## src/sv/bst_pkg.sv

```systemverilog
// ----------------------------------------------------------------------------
// bst_pkg
// Shared types and constants of the bounded set table: capacity, field
// widths, operation codes and the command and result records.
// ----------------------------------------------------------------------------
package bst_pkg;

  // Storage geometry
  localparam int CAPACITY        = 32;
  localparam int ELEMENT_WIDTH   = 16;

  // Fixed field widths of the stream items
  localparam int OP_W            = 2;
  localparam int ELEMENT_FIELD_W = 16;
  localparam int COUNT_W         = 6;

  // Bits actually held per entry
  localparam int STORE_W = (ELEMENT_WIDTH < ELEMENT_FIELD_W) ? ELEMENT_WIDTH : ELEMENT_FIELD_W;
  // Entry index and occupancy counter widths
  localparam int IDX_W   = (CAPACITY > 1) ? $clog2(CAPACITY) : 1;
  localparam int CNT_W   = $clog2(CAPACITY + 1);

  // Stream widths
  localparam int S_TDATA_W = 16;
  localparam int S_TUSER_W = 8;
  localparam int M_TDATA_W = 8;

  typedef enum logic [OP_W-1:0] {
    OP_QUERY  = 2'd0,
    OP_INSERT = 2'd1,
    OP_REMOVE = 2'd2
  } op_e;

  typedef enum logic [1:0] {
    ST_IDLE,
    ST_SCAN,
    ST_SHIFT,
    ST_DONE
  } state_e;

  typedef struct packed {
    op_e                        operation;
    logic [ELEMENT_FIELD_W-1:0] element;
  } bst_cmd_t;

  typedef struct packed {
    logic               present;
    logic               status;
    logic [COUNT_W-1:0] count;
  } bst_result_t;

endpackage

```

## src/sv/bst_core.sv

```systemverilog
// ----------------------------------------------------------------------------
// bst_core
// Entry memory and sequencer: scans the packed entries one read per cycle,
// appends on insert, and moves later entries down one slot on remove.
// ----------------------------------------------------------------------------
module bst_core import bst_pkg::*; (
  input  logic        clk_i,
  input  logic        rst_ni,
  input  logic        cmd_valid_i,
  output logic        cmd_ready_o,
  input  bst_cmd_t    cmd_i,
  output logic        res_valid_o,
  input  logic        res_ready_i,
  output bst_result_t res_o
);

  // Entry memory, one write and one registered read port
  logic [STORE_W-1:0] mem_q [CAPACITY];
  logic [STORE_W-1:0] rd_data_q;
  logic               rd_en;
  logic [IDX_W-1:0]   rd_addr;
  logic               wr_en;
  logic [IDX_W-1:0]   wr_addr;
  logic [STORE_W-1:0] wr_data;

  state_e             state_q, state_d;
  op_e                op_q, op_d;
  logic [STORE_W-1:0] elem_q, elem_d;
  logic [CNT_W-1:0]   occ_q, occ_d;
  logic [CNT_W-1:0]   ptr_q, ptr_d;
  logic               chk_q, chk_d;
  logic [IDX_W-1:0]   chk_idx_q, chk_idx_d;
  logic               present_q, present_d;
  logic               status_q, status_d;
  logic               hit;

  // Write and read the entry memory
  always_ff @(posedge clk_i) begin
    if (wr_en) begin
      mem_q[wr_addr] <= wr_data;
    end
    if (rd_en) begin
      rd_data_q <= mem_q[rd_addr];
    end
  end

  // Hold control state
  always_ff @(posedge clk_i or negedge rst_ni) begin
    if (!rst_ni) begin
      state_q   <= ST_IDLE;
      occ_q     <= '0;
      chk_q     <= 1'b0;
    end else begin
      state_q   <= state_d;
      occ_q     <= occ_d;
      chk_q     <= chk_d;
    end
  end

  // Hold item payload and scan position
  always_ff @(posedge clk_i) begin
    op_q      <= op_d;
    elem_q    <= elem_d;
    ptr_q     <= ptr_d;
    chk_idx_q <= chk_idx_d;
    present_q <= present_d;
    status_q  <= status_d;
  end

  // Match on the entry read in the previous cycle
  assign hit = chk_q && (rd_data_q == elem_q);

  // Sequence scan, append and shift
  always_comb begin
    state_d     = state_q;
    op_d        = op_q;
    elem_d      = elem_q;
    occ_d       = occ_q;
    ptr_d       = ptr_q;
    chk_d       = 1'b0;
    chk_idx_d   = chk_idx_q;
    present_d   = present_q;
    status_d    = status_q;
    rd_en       = 1'b0;
    rd_addr     = ptr_q[IDX_W-1:0];
    wr_en       = 1'b0;
    wr_addr     = occ_q[IDX_W-1:0];
    wr_data     = elem_q;
    cmd_ready_o = 1'b0;
    res_valid_o = 1'b0;

    case (state_q)
      ST_IDLE: begin
        cmd_ready_o = 1'b1;
        if (cmd_valid_i) begin
          op_d    = cmd_i.operation;
          elem_d  = cmd_i.element[STORE_W-1:0];
          ptr_d   = '0;
          state_d = ST_SCAN;
        end
      end

      ST_SCAN: begin
        if (hit || (ptr_q == occ_q)) begin
          // Scan settled: act on the outcome
          present_d = hit;
          status_d  = 1'b0;
          state_d   = ST_DONE;
          case (op_q)
            OP_INSERT: begin
              if (!hit) begin
                if (occ_q < CNT_W'(CAPACITY)) begin
                  wr_en = 1'b1;
                  occ_d = occ_q + CNT_W'(1);
                end else begin
                  status_d = 1'b1;
                end
              end
            end
            OP_REMOVE: begin
              if (hit) begin
                ptr_d   = CNT_W'(chk_idx_q) + CNT_W'(1);
                state_d = ST_SHIFT;
              end
            end
            default: begin
            end
          endcase
        end else begin
          // Issue the next entry read
          rd_en     = 1'b1;
          chk_d     = 1'b1;
          chk_idx_d = ptr_q[IDX_W-1:0];
          ptr_d     = ptr_q + CNT_W'(1);
        end
      end

      ST_SHIFT: begin
        // Move the entry read last cycle down one slot
        if (chk_q) begin
          wr_en   = 1'b1;
          wr_addr = chk_idx_q - IDX_W'(1);
          wr_data = rd_data_q;
        end
        if (ptr_q != occ_q) begin
          rd_en     = 1'b1;
          chk_d     = 1'b1;
          chk_idx_d = ptr_q[IDX_W-1:0];
          ptr_d     = ptr_q + CNT_W'(1);
        end else begin
          occ_d   = occ_q - CNT_W'(1);
          state_d = ST_DONE;
        end
      end

      ST_DONE: begin
        res_valid_o = 1'b1;
        if (res_ready_i) begin
          state_d = ST_IDLE;
        end
      end

      default: begin
        state_d = ST_IDLE;
      end
    endcase
  end

  assign res_o.present = present_q;
  assign res_o.status  = status_q;
  assign res_o.count   = COUNT_W'(occ_q);

endmodule

```

## src/sv/bounded_set_table.sv

```systemverilog
// ----------------------------------------------------------------------------
// bounded_set_table
// Set of distinct values in a packed table with a count; query, insert and
// remove one element per item, one result item per input item.
// ----------------------------------------------------------------------------
//  channel | direction | tdata                                  | tuser
//  s_axis  | in        | [15:0] element                         | [1:0] operation
//  m_axis  | out       | [0] present, [1] status, [7:2] count   | -
//
//  One item at a time: the block takes it, scans through the single read port
//  of the entry memory and then hands the result over. An absent value scans
//  every held entry; a held value ends the scan at its slot. A remove that
//  hits then moves each later entry down one slot before it finishes.
//  Reset clears the count; the entry memory is not cleared. A stalled result
//  sits in the output register while the next item is taken and scanned.
module bounded_set_table import bst_pkg::*; (
  input  logic                 clk_i,
  input  logic                 rst_ni,
  input  logic                 s_axis_tvalid,
  output logic                 s_axis_tready,
  input  logic [S_TDATA_W-1:0] s_axis_tdata,  // [15:0] element
  input  logic [S_TUSER_W-1:0] s_axis_tuser,  // [1:0] operation, rest zero
  output logic                 m_axis_tvalid,
  input  logic                 m_axis_tready,
  output logic [M_TDATA_W-1:0] m_axis_tdata   // [0] present, [1] status, [7:2] count
);

  bst_cmd_t    cmd;
  bst_result_t res;
  logic        res_valid;
  logic        res_ready;
  logic        out_valid_q, out_valid_d;
  bst_result_t out_q;

  assign cmd.operation = op_e'(s_axis_tuser[OP_W-1:0]);
  assign cmd.element   = s_axis_tdata[ELEMENT_FIELD_W-1:0];

  bst_core u_core (
    .clk_i       (clk_i),
    .rst_ni      (rst_ni),
    .cmd_valid_i (s_axis_tvalid),
    .cmd_ready_o (s_axis_tready),
    .cmd_i       (cmd),
    .res_valid_o (res_valid),
    .res_ready_i (res_ready),
    .res_o       (res)
  );

  // Take a result when the output register is empty or draining
  assign res_ready   = !out_valid_q || m_axis_tready;
  assign out_valid_d = res_valid ? 1'b1 : (out_valid_q && !m_axis_tready);

  always_ff @(posedge clk_i or negedge rst_ni) begin
    if (!rst_ni) begin
      out_valid_q <= 1'b0;
    end else begin
      out_valid_q <= out_valid_d;
    end
  end

  always_ff @(posedge clk_i) begin
    if (res_valid && res_ready) begin
      out_q <= res;
    end
  end

  assign m_axis_tvalid = out_valid_q;
  assign m_axis_tdata  = {out_q.count, out_q.status, out_q.present};

endmodule

```

## config.mk

```make
export PLATFORM = sky130hd
export DESIGN_NAME = bounded_set_table
export DESIGN_NICKNAME = d
export VERILOG_FILES = /design/src/sv/bst_pkg.sv /design/src/sv/bst_core.sv /design/src/sv/bounded_set_table.sv
export SDC_FILE = /design/constraint.sdc
export NUM_CORES = 1
export LEC_CHECK = 0
export BUFFER_PORTS_ARGS = -buffer_cell sky130_fd_sc_hd__buf_4
export CAP_MARGIN = 15
export CORE_ASPECT_RATIO = 0.9
export CORE_MARGIN = 2
export CORE_UTILIZATION = 38
export CTS_CLUSTER_DIAMETER = 60
export DETAILED_ROUTE_END_ITERATION = 8
export GPL_TIMING_DRIVEN = 0
export SETUP_SLACK_MARGIN = 0.3
export SLEW_MARGIN = 20
export SYNTH_ARGS = -nofsm -noshare
export SYNTH_HDL_FRONTEND = slang
export SYNTH_SLANG_ARGS = --single-unit
```

## constraint.sdc

```tcl
create_clock -name clk_i -period 4.2 [get_ports clk_i]
set_input_delay 0.84 -clock clk_i [delete_from_list [all_inputs] [get_ports clk_i]]
set_output_delay 0.84 -clock clk_i [all_outputs]
set_load 0.01 [all_outputs]
```

Word level (Yosys, flattened, before mapping):

Memory sizes are Yosys's and may differ from the RTL's. A register that Yosys moved wholly into a read port is not among the register bits.
Index checks and enable logic that the tools add are counted.

* output and inout port bits: 10
* memories kept: 1
* bits in writable memories: 512
* bits of input ports: 28
* register bits after elaboration: 49

Memories
* u_core.mem_q: depth 32, bits a word 16, rd ports 1, clocked after memory_dff 1, write ports 1, line bst_core.sv:18 `logic [STORE_W-1:0] mem_q [CAPACITY];`

* bitwise operators: 1
* reduce and logical (&&, ||, !) cells: 17
* mux-type cells: 41
* add/subtract/negate cells: 5
* magnitude comparators: 1
* equality and inequality tests: 19

Operators by type and width (count)
* 6-bit two-way mux: 10
* 16-bit two-way mux: 2
* 5-bit two-way mux: 4
* 6-bit one-hot mux with 3 select lines: 1
* 16-bit == test: 1
* 1-bit two-way mux: 14
* 6-bit by 1-bit adder with 6-bit output (second input constant): 2
* 2-bit != test (second input constant): 6
* 6-bit one-hot mux with 2 select lines: 1
* 2-bit two-way mux: 5
* 5-bit one-hot mux with 2 select lines: 1
* 2-bit one-hot mux with 4 select lines: 1
* 5-bit by 1-bit adder with 6-bit output (second input constant): 1
* 2-bit == test (second input constant): 3
* 6-bit == test: 1
* 6-bit less-than comparator (second input constant): 1
* 2-bit by 1-bit != test with 1-bit output (second input constant): 3
* 6-bit != test: 1
* 6-bit AND reduction: 1
* 6-bit by 1-bit subtractor with 6-bit output (second input constant): 1
* 5-bit AND reduction: 1
* 5-bit by 1-bit subtractor with 5-bit output (second input constant): 1
* 2-bit by 1-bit == test with 1-bit output (second input constant): 2
* 1-bit one-hot mux with 2 select lines: 2
* 13 further kinds: 18

Depth between registers and ports, before layout:

Gate-level depths: netlist of the first run.

* word-level depth: 8
* gate-level depth with buffers: 10
* depth with buffers taken out: 9

Modules after synthesis:

A second synthesis of the first run with hierarchy kept.

* cells, all modules: 1238
* area, all modules: 23323.6 sq um

By module, submodules not included
* bst_core: instances 1, cells an instance 1226, area each 23029.6 sq um
* bounded_set_table: instances 1, cells an instance 12, area each 294.0 sq um

Worst setup path after synthesis of the first run:

No wires, ideal clock.

* kind: reg2reg
* start point: reg u_core.state_q[0]
* end point: mem u_core.mem_q[12][0] (netlist bit) (enable)
* path buffers: 3
* data arrival time: 2654 ps
* path slack: 1157 ps
* setup time: 388 ps
* period minus slack after synthesis: 3043 ps
* cell stages (with the launch flop): 9
* path through: dfrtp_1 > inv_1 > ha_1 > clkbuf_1 > and2_1 > clkbuf_1 > buf_1 > o22ai_1 > nor2_1

* word-level cells in the longest chain between the ends: 4

RTL lines
* start, declared: line bst_core.sv:26 `state_e state_q, state_d;`
* start signal, assigned: line bst_core.sv:54 `state_q <= state_d;`
* 2-bit == test or 2-bit by 1-bit == test with 1-bit output (tied branches): line bst_core.sv:92 `case (state_q)`
* 1-bit one-hot mux with 2 select lines: line bst_core.sv:92
* 1-bit two-way mux: line bst_core.sv:39 `if (wr_en) begin`
* 1-bit two-way mux (not written as such): line bst_core.sv:40 `mem_q[wr_addr] <= wr_data;`
* end, declared: line bst_core.sv:18

Several ways; a longest one is shown, not always the timed one.

Worst setup path after layout of the first run:

* start point: reg u_core.state_q[0]
* end point: mem u_core.mem_q[31][6] (netlist bit) (enable)

The elaborated chain is that of the path after synthesis.

==> impl_summary.log, run 1 <==
INFO  metric outcome = finished clean
INFO  metric clock_latency = 0.62 ns
INFO  metric cts_buffers = 58
INFO  metric net_count_synth = 1108
INFO  metric synth-edff-count = 567
INFO  metric fillerInstances = 5027
INFO  metric power = 17.29 mW
INFO  metric synth-seq-cells = 577
INFO  metric dr.pass1.iters = 5
INFO  metric yosys_warnings = 0
INFO  metric critPathMaxFanout = 10
INFO  metric fin_tns_setup = 0 ns
INFO  metric detail_route.wirelength = 51.83 mm
INFO  metric timing.final.crit_period = 3.771 ns
INFO  metric placement.io_buffers = 31
INFO  metric worstSetupEndpointType = flip-flop
INFO  metric dominantRegCellSynth = sky130_fd_sc_hd__edfxtp_1
INFO  metric worst_ir_drop_vdd = 0.4041 mV
INFO  metric critical_path_class = flip-flop to flip-flop
INFO  metric core_area = 59660 µm²
INFO  metric timing.final.max_slew_violations = 0
INFO  metric postSynthCellCount = 1068
INFO  metric min-delay-path-class = input pin to async pin
INFO  metric seq_total_area_yosys = 75.56%
INFO  metric fmaxAchievable = 265.2 MHz
INFO  metric cts-htree-levels = 2
INFO  metric timing.clock.skew = 0.01239 ns
INFO  metric asyncSetResetFlopFracSynth = 1.733%
INFO  metric leakagePower = 8.288 nW
INFO  metric grt_start_max_net_pins = 33
INFO  metric grt_first_pass_wirelength = 75.36 mm
INFO  metric worst_slew_pin_slew = 1.124 ns
INFO  metric synth.area.top_cells = sky130_fd_sc_hd__edfxtp_1, sky130_fd_sc_hd__mux4_2, sky130_fd_sc_hd__nand2_1, sky130_fd_sc_hd__dfrtp_1, sky130_fd_sc_hd__xor2_1
INFO  metric global_route.overflow_total = 0
INFO  metric rsz0062_at_grt = true
INFO  metric area_of_the_die = 62150 µm²
INFO  metric crit_required = 4.52 ns
INFO  metric worst_setup_path_start_kind = flip-flop
INFO  metric antenna_violating_nets_remaining = 0
INFO  metric die_height = 236.7 µm
INFO  metric cts-hold-fix-buffers = 0
INFO  metric initial_utilization = 38.32%
INFO  metric core.rowCount = 85
INFO  metric place_hpwl = 36.02 mm
INFO  metric clock_tree.root_cell = sky130_fd_sc_hd__clkbuf_16
INFO  metric die_width = 262.6 µm
INFO  metric clock_slew_at_the_register_clock_pins_of_the_worst_setup_and_hold_paths = 0.06 ns
INFO  metric routabilityCongestion = 0.8705
INFO  metric vias = 10810
INFO  metric grtUsageTotal = 16.83%
INFO  metric remaining_drc_errors = 0
INFO  metric viasPerCell = 5.340
INFO  metric final_core_util = 44.38%
INFO  metric netlist-cell-type-count = 43
INFO  metric grt_pass1_vias = 11110
INFO  metric maxCapViolations = 0
INFO  metric cts.path.max_buffers = 3
INFO  metric cellPowerDensity = 653.0 nW/µm²
INFO  metric synth.largest_area_cell = sky130_fd_sc_hd__edfxtp_1
INFO  metric tritoncts_sink_count = 577
INFO  metric antennaDiodeCount = 0
INFO  metric report.final.hold_viol_count = 0
INFO  metric share_of_the_synthesized_area_in_the_top_cell_type = 74.46%
INFO  metric drive_gt1_share = 32.07%
INFO  metric max-slew-margin-rel = 24.53%
INFO  metric num-nets-final = 1232
INFO  metric drt-wirelength-per-cell = 25.61 µm
INFO  metric flow.area_growth_from_synthesis = 15.80%
INFO  metric worst_ep_arrival_time = 4.09 ns
INFO  metric period_share = 89.79%
INFO  metric postSynthAreaPerCell = 21.41 µm²
INFO  metric design.portCount = 38
INFO  metric synth.cell_area = 22870 µm²
INFO  metric antenna_violations_before_repair = 0
INFO  metric setup_violations = 0
INFO  metric drt-initial-drc-count = 1088
INFO  metric cts_tree = built
## per-stage QoR
| stage | area, µm² | setup WS, ns | cells | hold WS [ns] |
|---|---|---|---|---|
| floorplan | 22870 | 1.157 | 1068 | 0.4003 |
| global placement | 24080 | 0.03815 | 1882 | 0.4054 |
| detailed placement | 24570 | 0.2905 | 1915 | 0.4190 |
| CTS | 26450 | 0.4556 | 2024 | 0.02516 |
| global route | 26480 | 0.1977 | 2024 | 0.03673 |
| finish | 26480 | 0.4289 | 2024 | 0.05262 |
## registers in the layout (all words and copies together) (netlist names)
register and cells:
u_core.occ_q 6, u_core.state_q 2, u_core.mem_q 512, u_core.status_q 1, u_core.chk_idx_q 5, u_core.elem_q 16
u_core.ptr_q 6, u_core.present_q 1, u_core.chk_q 1, m_axis_tvalid 1, m_axis_tdata 8, u_core.rd_data_q 16
u_core.op_q 2
## what timing repair did
| action | 4_1_cts | 5_1_grt |
|---|---|---|
| buffers inserted | 0 | 0 |
| endpoints found under the setup margin | 69 | 179 |
| resized for setup | 4 | 4 |
## worst max-delay path, stage by stage (launching register included)
cell and delay [ns]:
sky130_fd_sc_hd__dfrtp_1 0.41, sky130_fd_sc_hd__inv_1 0.13, sky130_fd_sc_hd__ha_1 0.29, sky130_fd_sc_hd__clkbuf_1 0.34, sky130_fd_sc_hd__and2_1 0.18, sky130_fd_sc_hd__clkbuf_1 0.35, sky130_fd_sc_hd__buf_1 0.40, sky130_fd_sc_hd__o21ai_1 0.48
sky130_fd_sc_hd__nor2_2 0.65, sky130_fd_sc_hd__buf_6 0.23
## routing by layer
metal	GRT usage (%)	part of all wire, %	up-vias	routed length, µm
met1	23.60	44	5679	22550
met3	3.016	6.3	95	3288
met4	6.531	3.8	0	1982
li1	-	-	4667	-
met5	0	0	-	0
met2	26.37	46	368	24010
## final cells by class
class	instances	area, µm²	share of cell area, %
buffer	49	260.3	0.9829
clock buffer	73	1538	5.807
clock inverter	36	327.8	1.238
inverter	11	41.29	0.1559
multi-input combinational	431	5429	20.50
sequential	577	17280	65.25
tap	783	979.7	3.700
timing repair buffer	64	626.9	2.367
## where the power goes
| group | switching (mW) | internal, mW | total, mW |
|---|---|---|---|
| clock | 2.14 | 2.90 | 5.04 |
| sequential | 0.212 | 7.07 | 7.28 |
| combinational | 2.90 | 2.07 | 4.97 |
## worst paths after layout
path	from	endpoint	slack (ns)	cells past startpoint
max in group asynchronous	rst_ni	u_core.occ_q[2]	3.99	1
worst max-delay path	u_core.state_q[0]	u_core.mem_q[31][6]	0.43	9
worst max register to register	u_core.state_q[0]	u_core.mem_q[31][6]	0.43	9
worst min-delay path	rst_ni	u_core.chk_q	0.05	1
min in group clk_i	s_axis_tdata[13]	u_core.elem_q[13]	0.40	1
worst min register to register	u_core.status_q	m_axis_tdata[1]	0.43	0
## cells in the mapped netlist (all sizes together), types with 10 or more instances
master	n
o21ai	14
nand3	16
buf	33
nand2	68
xnor2	10
dfrtp	10
ha	11
xor2	27
nor2	40
inv	11
edfxtp	567
clkbuf	16
mux2	18
mux4	160
## cell families (layout without fill, tap and decap cells)
| group | count (synthesis) | count (layout) | synth area share (%) |
|---|---|---|---|
| AO/OA/AOI/OAI | 42 | 42 | 1.116 |
| buffers and inverters | 60 | 233 | 1.319 |
| multiplexers | 178 | 178 | 16.65 |
| flip-flops | 577 | 577 | 75.56 |
| adder cells (fa/ha/maj) | 12 | 12 | 0.6895 |
| AND/OR/NAND/NOR | 162 | 162 | 3.256 |
| XOR/XNOR | 37 | 37 | 1.417 |
## placed cells by master, fill, tap and decap left out, drive strengths merged, types with 2 or more instances in the layout
master    instances
edfxtp          567
mux4            160
buf              97
clkbuf           89
nand2            68
nor2             40
xor2             27
clkinv           24
mux2             18
nand3            16
o21ai            14
inv              14
ha               11
xnor2            10
dfrtp            10
o22ai             8
nor3b             7
and2              5
a21oi             5
nor2b             5
bufinv            5
nor4              5
nor3              4
clkinvlp          4
nand2b            3
and3              3
a31oi             3
o31ai             3
a21boi            3
o21a              2
o211ai            2
(Power assumes the default switching activity.)
==> run 2, diff against run 1 <==
Settings changed: ABC_AREA from default to 1.
==> run 2 against run 1 <==
Net effect:
- combinational power increased by 44%
- power increased by 15%
- via count increased by 50%
- core utilization increased by 0.74 points
- maximum frequency increased by 7.5%
- sequential share of layout area decreased by 2.7 points
- setup slack improved by 0.26 ns
- largest power group unchanged
- highest routed layer unchanged
==> impl_summary.log, run 2 <==
INFO  metric outcome = finished clean
INFO  metric num-nets-final = 2034 (+65%)
INFO  metric antenna_violations_before_repair = 1 (+1)
INFO  metric maxCapViolations = 0 (unchanged)
INFO  metric netlist-cell-type-count = 40 (-7.0%)
INFO  metric synth-seq-cells = 577 (unchanged)
INFO  metric clock_latency = 0.64 ns (+0.02 ns)
INFO  metric drive_gt1_share = 12.86% (-19 points)
INFO  metric worst_setup_path_start_kind = flip-flop
INFO  metric largest-register = u_core.mem_q
INFO  metric final_area = 27630 µm² (+4.3%)
INFO  metric worst_ep_arrival_time = 3.83 ns (-0.26 ns)
INFO  metric core.rowCount = 86 (+1.2%)
INFO  metric flow.area_growth_from_synthesis = 17.27%
INFO  metric cts_tree = built
INFO  metric drt-wirelength-per-cell = 26.13 µm (+2.0%)
INFO  metric synth.cell_area = 23560 µm² (+3.0%)
INFO  metric grt_pass1_vias = 15620 (+41%)
INFO  metric cts-hold-fix-buffers = 0 (unchanged)
INFO  metric synth.largest_area_cell = sky130_fd_sc_hd__edfxtp_1
INFO  metric drt-initial-drc-count = 2106 (+94%)
INFO  metric placed_cells = 2727 (+42%)
INFO  metric area_of_the_die = 64010 µm² (+3.0%)
INFO  metric clock_tree.root_cell = sky130_fd_sc_hd__clkbuf_16
INFO  metric max-slew-margin-rel = 34.12% (+9.6 points)
INFO  metric fillerInstances = 5422 (+7.9%)
INFO  metric place_hpwl = 50.95 mm (+41%)
INFO  metric net_count_synth = 1912 (+73%)
INFO  metric routabilityCongestion = 0.9252 (+6.3%)
INFO  metric timing.clock.skew = 0.02285 ns (+0.01046 ns)
INFO  metric global_route.overflow_total = 0 (unchanged)
INFO  metric synth-edff-count = 567 (unchanged)
INFO  metric rsz0062_at_grt = false
INFO  metric leakagePower = 9.398 nW (+13%)
INFO  metric synth_top_family_by_area = compound AO/OA/AOI/OAI gates
INFO  metric synth_top_cells_by_count = sky130_fd_sc_hd__edfxtp_1, sky130_fd_sc_hd__nor2_1, sky130_fd_sc_hd__o21ai_0, sky130_fd_sc_hd__nand2_1, sky130_fd_sc_hd__o22ai_1
INFO  metric remaining_drc_errors = 0 (unchanged)
INFO  metric synth_fa_ha_area_share = 0.6692% (-0.020 points)
INFO  metric dominantRegCellSynth = sky130_fd_sc_hd__edfxtp_1
INFO  metric critPathMaxFanout = 10 (unchanged)
INFO  metric post-synth-top-count-cell = sky130_fd_sc_hd__edfxtp_1
INFO  metric leading_cell_types_in_the_layout_fill_and_taps_excluded = sky130_fd_sc_hd__edfxtp_1, sky130_fd_sc_hd__nor2_1, sky130_fd_sc_hd__nand2_1, sky130_fd_sc_hd__o21ai_0, sky130_fd_sc_hd__o22ai_1
INFO  metric viasPerCell = 5.717 (+7.0%)
INFO  metric grtUsageTotal = 23.13% (+6.3 points)
INFO  metric period_share = 83.54% (-6.2 points)
INFO  metric postSynthAreaPerCell = 12.58 µm² (-41%)
INFO  metric grt_start_max_net_pins = 33 (unchanged)
INFO  metric postCtsSetupBuffers = 0 (unchanged)
INFO  metric synth_xor_xnor_area_share = 0.7064% (-0.71 points)
INFO  metric layout.cells.most_common = sky130_fd_sc_hd__edfxtp_1
INFO  metric core_area = 61230 µm² (+2.6%)
INFO  metric asyncSetResetFlopFracSynth = 1.733% (unchanged)
INFO  metric placed_area = 25690 µm² (+4.5%)
INFO  metric tritoncts_sink_count = 577 (unchanged)
INFO  metric dr.pass1.iters = 5 (unchanged)
INFO  metric cts_buffers = 57 (-1.7%)
INFO  metric setup_violations = 0 (unchanged)
INFO  metric wl_met3 = 6.833 mm (+110%)
INFO  metric min-delay-path-class = input pin to async pin
INFO  metric postSynthCellCount = 1872 (+75%)
INFO  metric wl_met1 = 31.35 mm (+39%)
INFO  metric detail_route.wirelength = 73.95 mm (+43%)
INFO  metric worst_ir_drop_vdd = 0.3504 mV (-13%)
INFO  metric final_core_util = 45.12% (+0.74 points)
INFO  metric worstSetupEndpointType = flip-flop
INFO  metric cts_resized = 0 (-4)
INFO  metric fmaxAchievable = 285.0 MHz (+7.5%)
INFO  metric cts.path.max_buffers = 3 (unchanged)
INFO  metric synth-compound-area-share = 12.02% (+11 points)
INFO  metric route.top_layer_used = met4
INFO  metric timing.final.crit_period = 3.509 ns (-0.2624 ns)
INFO  metric worst_slew_pin_slew = 0.9882 ns (-0.1363 ns)
INFO  metric top_regs = u_core.mem_q (512), u_core.elem_q (16), u_core.rd_data_q (16)
INFO  metric synthMuxAreaShare = 0% (-17 points)
INFO  metric die_width = 266.5 µm (+1.5%)
INFO  metric crit_required = 4.52 ns (about the same)
INFO  metric met2_wirelength = 33.61 mm (+40%)
INFO  metric fin_cells = 2830 (+40%)
INFO  metric report.final.hold_viol_count = 0 (unchanged)
INFO  metric antenna_violating_nets_remaining = 0 (unchanged)
INFO  metric timing.final.max_slew_violations = 0 (unchanged)
INFO  metric yosys_warnings = 0 (unchanged)
INFO  metric placement.io_buffers = 31 (unchanged)
INFO  metric vias = 16180 (+50%)
INFO  metric clock_slew_at_the_register_clock_pins_of_the_worst_setup_and_hold_paths = 0.06 ns (about the same)
INFO  metric share_of_the_synthesized_area_in_the_top_cell_type = 72.28% (-2.2 points)
INFO  metric grt_first_pass_wirelength = 106.8 mm (+42%)
INFO  metric initial_utilization = 38.48% (+0.15 points)
INFO  metric detailedPlace.worstSlack = 0.7835 ns (+0.4930 ns)
INFO  metric final.setup.worst_slack = 0.6914 ns (+0.2624 ns)
INFO  metric worst_hold_slack = 0.03951 ns (-0.01311 ns)
INFO  metric seq_total_area_yosys = 73.34% (-2.2 points)
INFO  metric critical_path_class = flip-flop to flip-flop
INFO  metric largest_reg_flops = 512 (unchanged)
INFO  metric synth_simple_gate_area_share = 10.03% (+6.8 points)
INFO  metric die_height = 240.2 µm (+1.5%)
INFO  metric synth.area.top_cells = sky130_fd_sc_hd__edfxtp_1, sky130_fd_sc_hd__o21ai_0, sky130_fd_sc_hd__nor2_1, sky130_fd_sc_hd__nand2_1, sky130_fd_sc_hd__o22ai_1
INFO  metric cts-htree-levels = 2 (unchanged)
INFO  metric design.portCount = 38 (unchanged)
INFO  metric cellPowerDensity = 717.1 nW/µm² (+9.8%)
run 2: cell count changes in the layout (fill, tap and decap cells not counted), sizes merged, moves of 43 or more:
cell,change
o21ai,+251
nand2,+170
a21oi,+43
o22ai,+108
nor2,+272
inv,+60
mux4,-160
run 2: where the power goes:
part | switching, mW | internal [mW]
registers | 0.205 | 7.13
logic | 5.27 | 1.87
clock network | 2.24 | 3.10
total | 7.71 | 12.1
run 2: final cells by class:
| cell class | instances | area [µm²] | area share [%] |
|---|---|---|---|
| flip-flops and latches | 577 | 17280 | 62.54 |
| multi-input cells | 1113 | 5834 | 21.12 |
| clock buffers | 64 | 1453 | 5.258 |
| well taps | 792 | 991.0 | 3.587 |
| repair buffers | 63 | 828.3 | 2.998 |
| plain buffers | 108 | 483.0 | 1.748 |
| clock inverters | 38 | 478.0 | 1.730 |
| inverters | 74 | 280.3 | 1.014 |
| diodes | 1 | 2.502 | 0.009058 |
run 2: logic make-up after synthesis:
kind of cell / Yosys count
AOI/OAI and AO/OA: 491
xor gates and xnor gates: 19
and+or+nand+nor: 591
DFF: 577
buffers and inverters: 182
adders and majority gates: 12
run 2: path summary, 6_finish.rpt:
path,slack [ns],cells after the start,to,start
max,0.69,9,u_core.mem_q[12][6],u_core.state_q[0]
min,0.04,1,u_core.occ_q[5],rst_ni
max reg2reg,0.69,9,u_core.mem_q[12][6],u_core.state_q[0]
min reg2reg,0.42,0,m_axis_tdata[0],u_core.present_q
max in group asynchronous,4.01,1,u_core.occ_q[4],rst_ni
min in group clk_i,0.39,1,u_core.elem_q[2],s_axis_tdata[2]
run 2: layer usage:
layer	vias to the layer above	GRT usage, %
met3	119	4.517
met2	863	36.15
li1	7100	-
met1	8096	32.66
met5	-	0
met4	0	7.201
run 2: worst max-delay path, cell delays in order, from the launching register on:
cell	delay (ns)
sky130_fd_sc_hd__dfrtp_1	0.43
sky130_fd_sc_hd__inv_1	0.12
sky130_fd_sc_hd__ha_1	0.42
sky130_fd_sc_hd__nand2_2	0.25
sky130_fd_sc_hd__o21ai_0	0.49
sky130_fd_sc_hd__inv_1	0.12
sky130_fd_sc_hd__nor2_1	0.15
sky130_fd_sc_hd__inv_1	0.25
sky130_fd_sc_hd__nor2_2	0.71
sky130_fd_sc_hd__buf_6	0.24
run 2: per-stage QoR:
stage          setup TNS, ns  total power, mW
3_5_place_dp               0            14.42
2_1_floorplan              0            11.26
4_1_cts                    0            19.72
5_1_grt                    0            20.58
6_report                   0            19.81
3_3_place_gp         -706.63            14.02
==> run 3, diff against run 2 <==
Settings changed: ABC_AREA 1 to 0.
Clock period 4.2 ns to 3.3 ns, I/O delays scaled along.
==> run 3 against run 2 <==
Net effect:
- critical path depth is 4 lower
- sequential cell count did not move
- clock power up 16%
- maximum frequency increased by 22%
- first-iteration DRC count shrank 52%
==> impl_summary.log, run 3 (same netlist as run 1, synthesis figures left out) <==
INFO  metric fillerInstances = 4928 (-9.1%)
INFO  metric worstPathBufferInverterCount = 2 (-2)
INFO  metric detail_route.wirelength = 52.61 mm (-29%)
INFO  metric antenna_violations_before_repair = 1 (unchanged)
INFO  metric core_area = 59660 µm² (-2.6%)
INFO  metric crit_required = 3.67 ns (-0.85 ns)
INFO  metric leakagePower = 8.502 nW (-9.5%)
INFO  metric vias = 11020 (-32%)
INFO  metric antenna_violating_nets_remaining = 0 (unchanged)
INFO  metric num-nets-final = 1261 (-38%)
INFO  metric design.portCount = 38 (unchanged)
INFO  metric tritoncts_sink_count = 577 (unchanged)
INFO  metric largest_reg_flops = 512 (unchanged)
INFO  metric report.final.hold_viol_count = 0 (unchanged)
INFO  metric timing.final.crit_period = 2.888 ns (-0.6211 ns)
INFO  metric layout.cells.most_common = sky130_fd_sc_hd__edfxtp_1
INFO  metric flow.area_growth_from_synthesis = 18.17%
INFO  metric area_of_the_die = 62150 µm² (-2.9%)
INFO  metric max-slew-margin-rel = 37.81% (+3.7 points)
INFO  metric cts_buffers = 56 (-1.8%)
INFO  metric crit_family = multiplexers
INFO  metric leading_cell_types_in_the_layout_fill_and_taps_excluded = sky130_fd_sc_hd__edfxtp_1, sky130_fd_sc_hd__mux4_2, sky130_fd_sc_hd__buf_4, sky130_fd_sc_hd__clkbuf_16, sky130_fd_sc_hd__nand2_1
INFO  metric viasPerCell = 5.381 (-5.9%)
INFO  metric grtUsageTotal = 17.12% (-6.0 points)
INFO  metric placement.io_buffers = 31 (unchanged)
INFO  metric clock_slew_at_the_register_clock_pins_of_the_worst_setup_and_hold_paths = 0.07 ns (about the same)
INFO  metric final_core_util = 45.29% (+0.17 points)
INFO  metric timing.final.max_slew_violations = 0 (unchanged)
INFO  metric drt-wirelength-per-cell = 25.69 µm (-1.7%)
INFO  metric grt_first_pass_wirelength = 76.89 mm (-28%)
INFO  metric die_height = 236.7 µm (-1.5%)
INFO  metric cts.path.max_buffers = 3 (unchanged)
INFO  metric cts-htree-levels = 2 (unchanged)
INFO  metric outcome = finished clean
INFO  metric critical_path_class = flip-flop to flip-flop
INFO  metric period_share = 87.50% (+4.0 points)
INFO  metric crit_path_frequent_cell = sky130_fd_sc_hd__mux4_2
INFO  metric worst_ir_drop_vdd = 0.4610 mV (+32%)
INFO  metric worst_path_max_delay_cell = sky130_fd_sc_hd__buf_1
INFO  metric min-delay-path-class = input pin to flip-flop
INFO  metric maxCapViolations = 0 (unchanged)
INFO  metric final_area = 27020 µm² (-2.2%)
INFO  metric core.rowCount = 85 (-1.2%)
INFO  metric grt_start_max_net_pins = 33 (unchanged)
INFO  metric cellPowerDensity = 810.4 nW/µm² (+13%)
INFO  metric cts_tree = built
INFO  metric timing.clock.skew = 0.01516 ns (-0.007690 ns)
INFO  metric clock_tree.root_cell = sky130_fd_sc_hd__clkbuf_16
INFO  metric critPathMaxFanout = 10 (unchanged)
INFO  metric worst_setup_path_start_kind = flip-flop
INFO  metric initial_utilization = 38.32% (-0.15 points)
INFO  metric dr.pass1.iters = 5 (unchanged)
INFO  metric routabilityCongestion = 0.8687 (-6.1%)
INFO  metric grt_pass1_vias = 11280 (-28%)
INFO  metric top_regs = u_core.mem_q (512), u_core.elem_q (16), u_core.rd_data_q (16)
INFO  metric cpPeakStageDelay = 0.56 ns (-0.15 ns)
INFO  metric placed_area = 24560 µm² (-4.4%)
INFO  metric setup_violations = 0 (unchanged)
INFO  metric worst_ep_arrival_time = 3.26 ns (-0.57 ns)
INFO  metric fmaxAchievable = 346.3 MHz (+22%)
INFO  metric drt-initial-drc-count = 1011 (-52%)
INFO  metric worst_slew_pin_slew = 0.9328 ns (-0.05534 ns)
INFO  metric remaining_drc_errors = 0 (unchanged)
INFO  metric die_width = 262.6 µm (-1.5%)
INFO  metric drive_gt1_share = 35.97% (+23 points)
INFO  metric antennaDiodeCount = 0 (-1)
INFO  metric worstSetupEndpointType = flip-flop
INFO  metric place_hpwl = 36.49 mm (-28%)
INFO  metric rsz0062_at_grt = false
INFO  metric global_route.overflow_total = 0 (unchanged)
INFO  metric path_cells = clkbuf_2 > buf_1 > mux4_2 > mux4_2 > mux2_2
INFO  metric largest-register = u_core.mem_q
INFO  metric clock_latency = 0.62 ns (-0.02 ns)
## run 3: worst paths after layout
path | from | endpoint | slack, ns | cells past startpoint
min reg2reg | u_core.present_q | m_axis_tdata[0] | 0.43 | 0
min in group asynchronous | rst_ni | u_core.occ_q[0] | 0.42 | 2
max in group asynchronous | rst_ni | u_core.occ_q[4] | 2.72 | 2
max reg2reg | u_core.ptr_q[1] | u_core.rd_data_q[4] | 0.41 | 5
max | u_core.ptr_q[1] | u_core.rd_data_q[4] | 0.41 | 5
min | s_axis_tdata[4] | u_core.elem_q[4] | 0.22 | 1
## run 3: per-stage QoR
stage	std cells	TNS, ns	setup slack [ns]	hold slack (ns)	total power [mW]
2_1_floorplan	1068	0	0.2571	0.3644	13.48
3_3_place_gp	1882	-490.28	-0.8657	0.4028	15.60
3_5_place_dp	1913	-211.92	-0.6127	0.4147	15.77
4_1_cts	2032	0	0.2626	0.1912	22.06
5_1_grt	2048	0	0.3054	0.2003	22.77
6_report	2048	0	0.4124	0.2194	21.90
## run 3: area by class of cell
cell class                 instances  area, µm²  share of cell area [%]
timing repair buffer              95      958.4                   3.547
clock inverter                    35      316.6                   1.172
buffer                            49      281.5                   1.042
multi-input combinational        431       5724                   21.18
sequential                       577      17280                   63.94
inverter                          11      41.29                  0.1528
clock buffer                      67       1443                   5.339
tap                              783      979.7                   3.626
## run 3: per-layer routing
metal	routed length [µm]	part of all wire, %	global-route usage, %
met1	22770	43	23.77
met2	24950	47	27.51
met3	3024	5.7	2.454
met4	1868	3.6	6.722
met5	0	0	0
## run 3: worst reg2reg max path, cell delays in order, from the launching register on
cell and delay [ns]:
sky130_fd_sc_hd__edfxtp_1 0.47, sky130_fd_sc_hd__clkbuf_2 0.40, sky130_fd_sc_hd__buf_1 0.56, sky130_fd_sc_hd__mux4_2 0.40, sky130_fd_sc_hd__mux4_2 0.51, sky130_fd_sc_hd__mux2_2 0.29
## run 3: report_power, final
group,switching (mW),internal (mW),leakage (nW)
combinational,3.78,2.68,2.39
clock,2.66,3.51,0.859
sequential,0.278,8.99,5.26
## run 3: repair_timing
| item | CTS | global route |
|---|---|---|
| endpoints found under the hold margin | 10 | 0 |
| hold buffers | 1 | 0 |
| gates resized for setup | 85 | 9 |
| pin swaps | 14 | 11 |
| setup endpoints to repair | 1040 | 464 |
| buffers inserted | 16 | 16 |
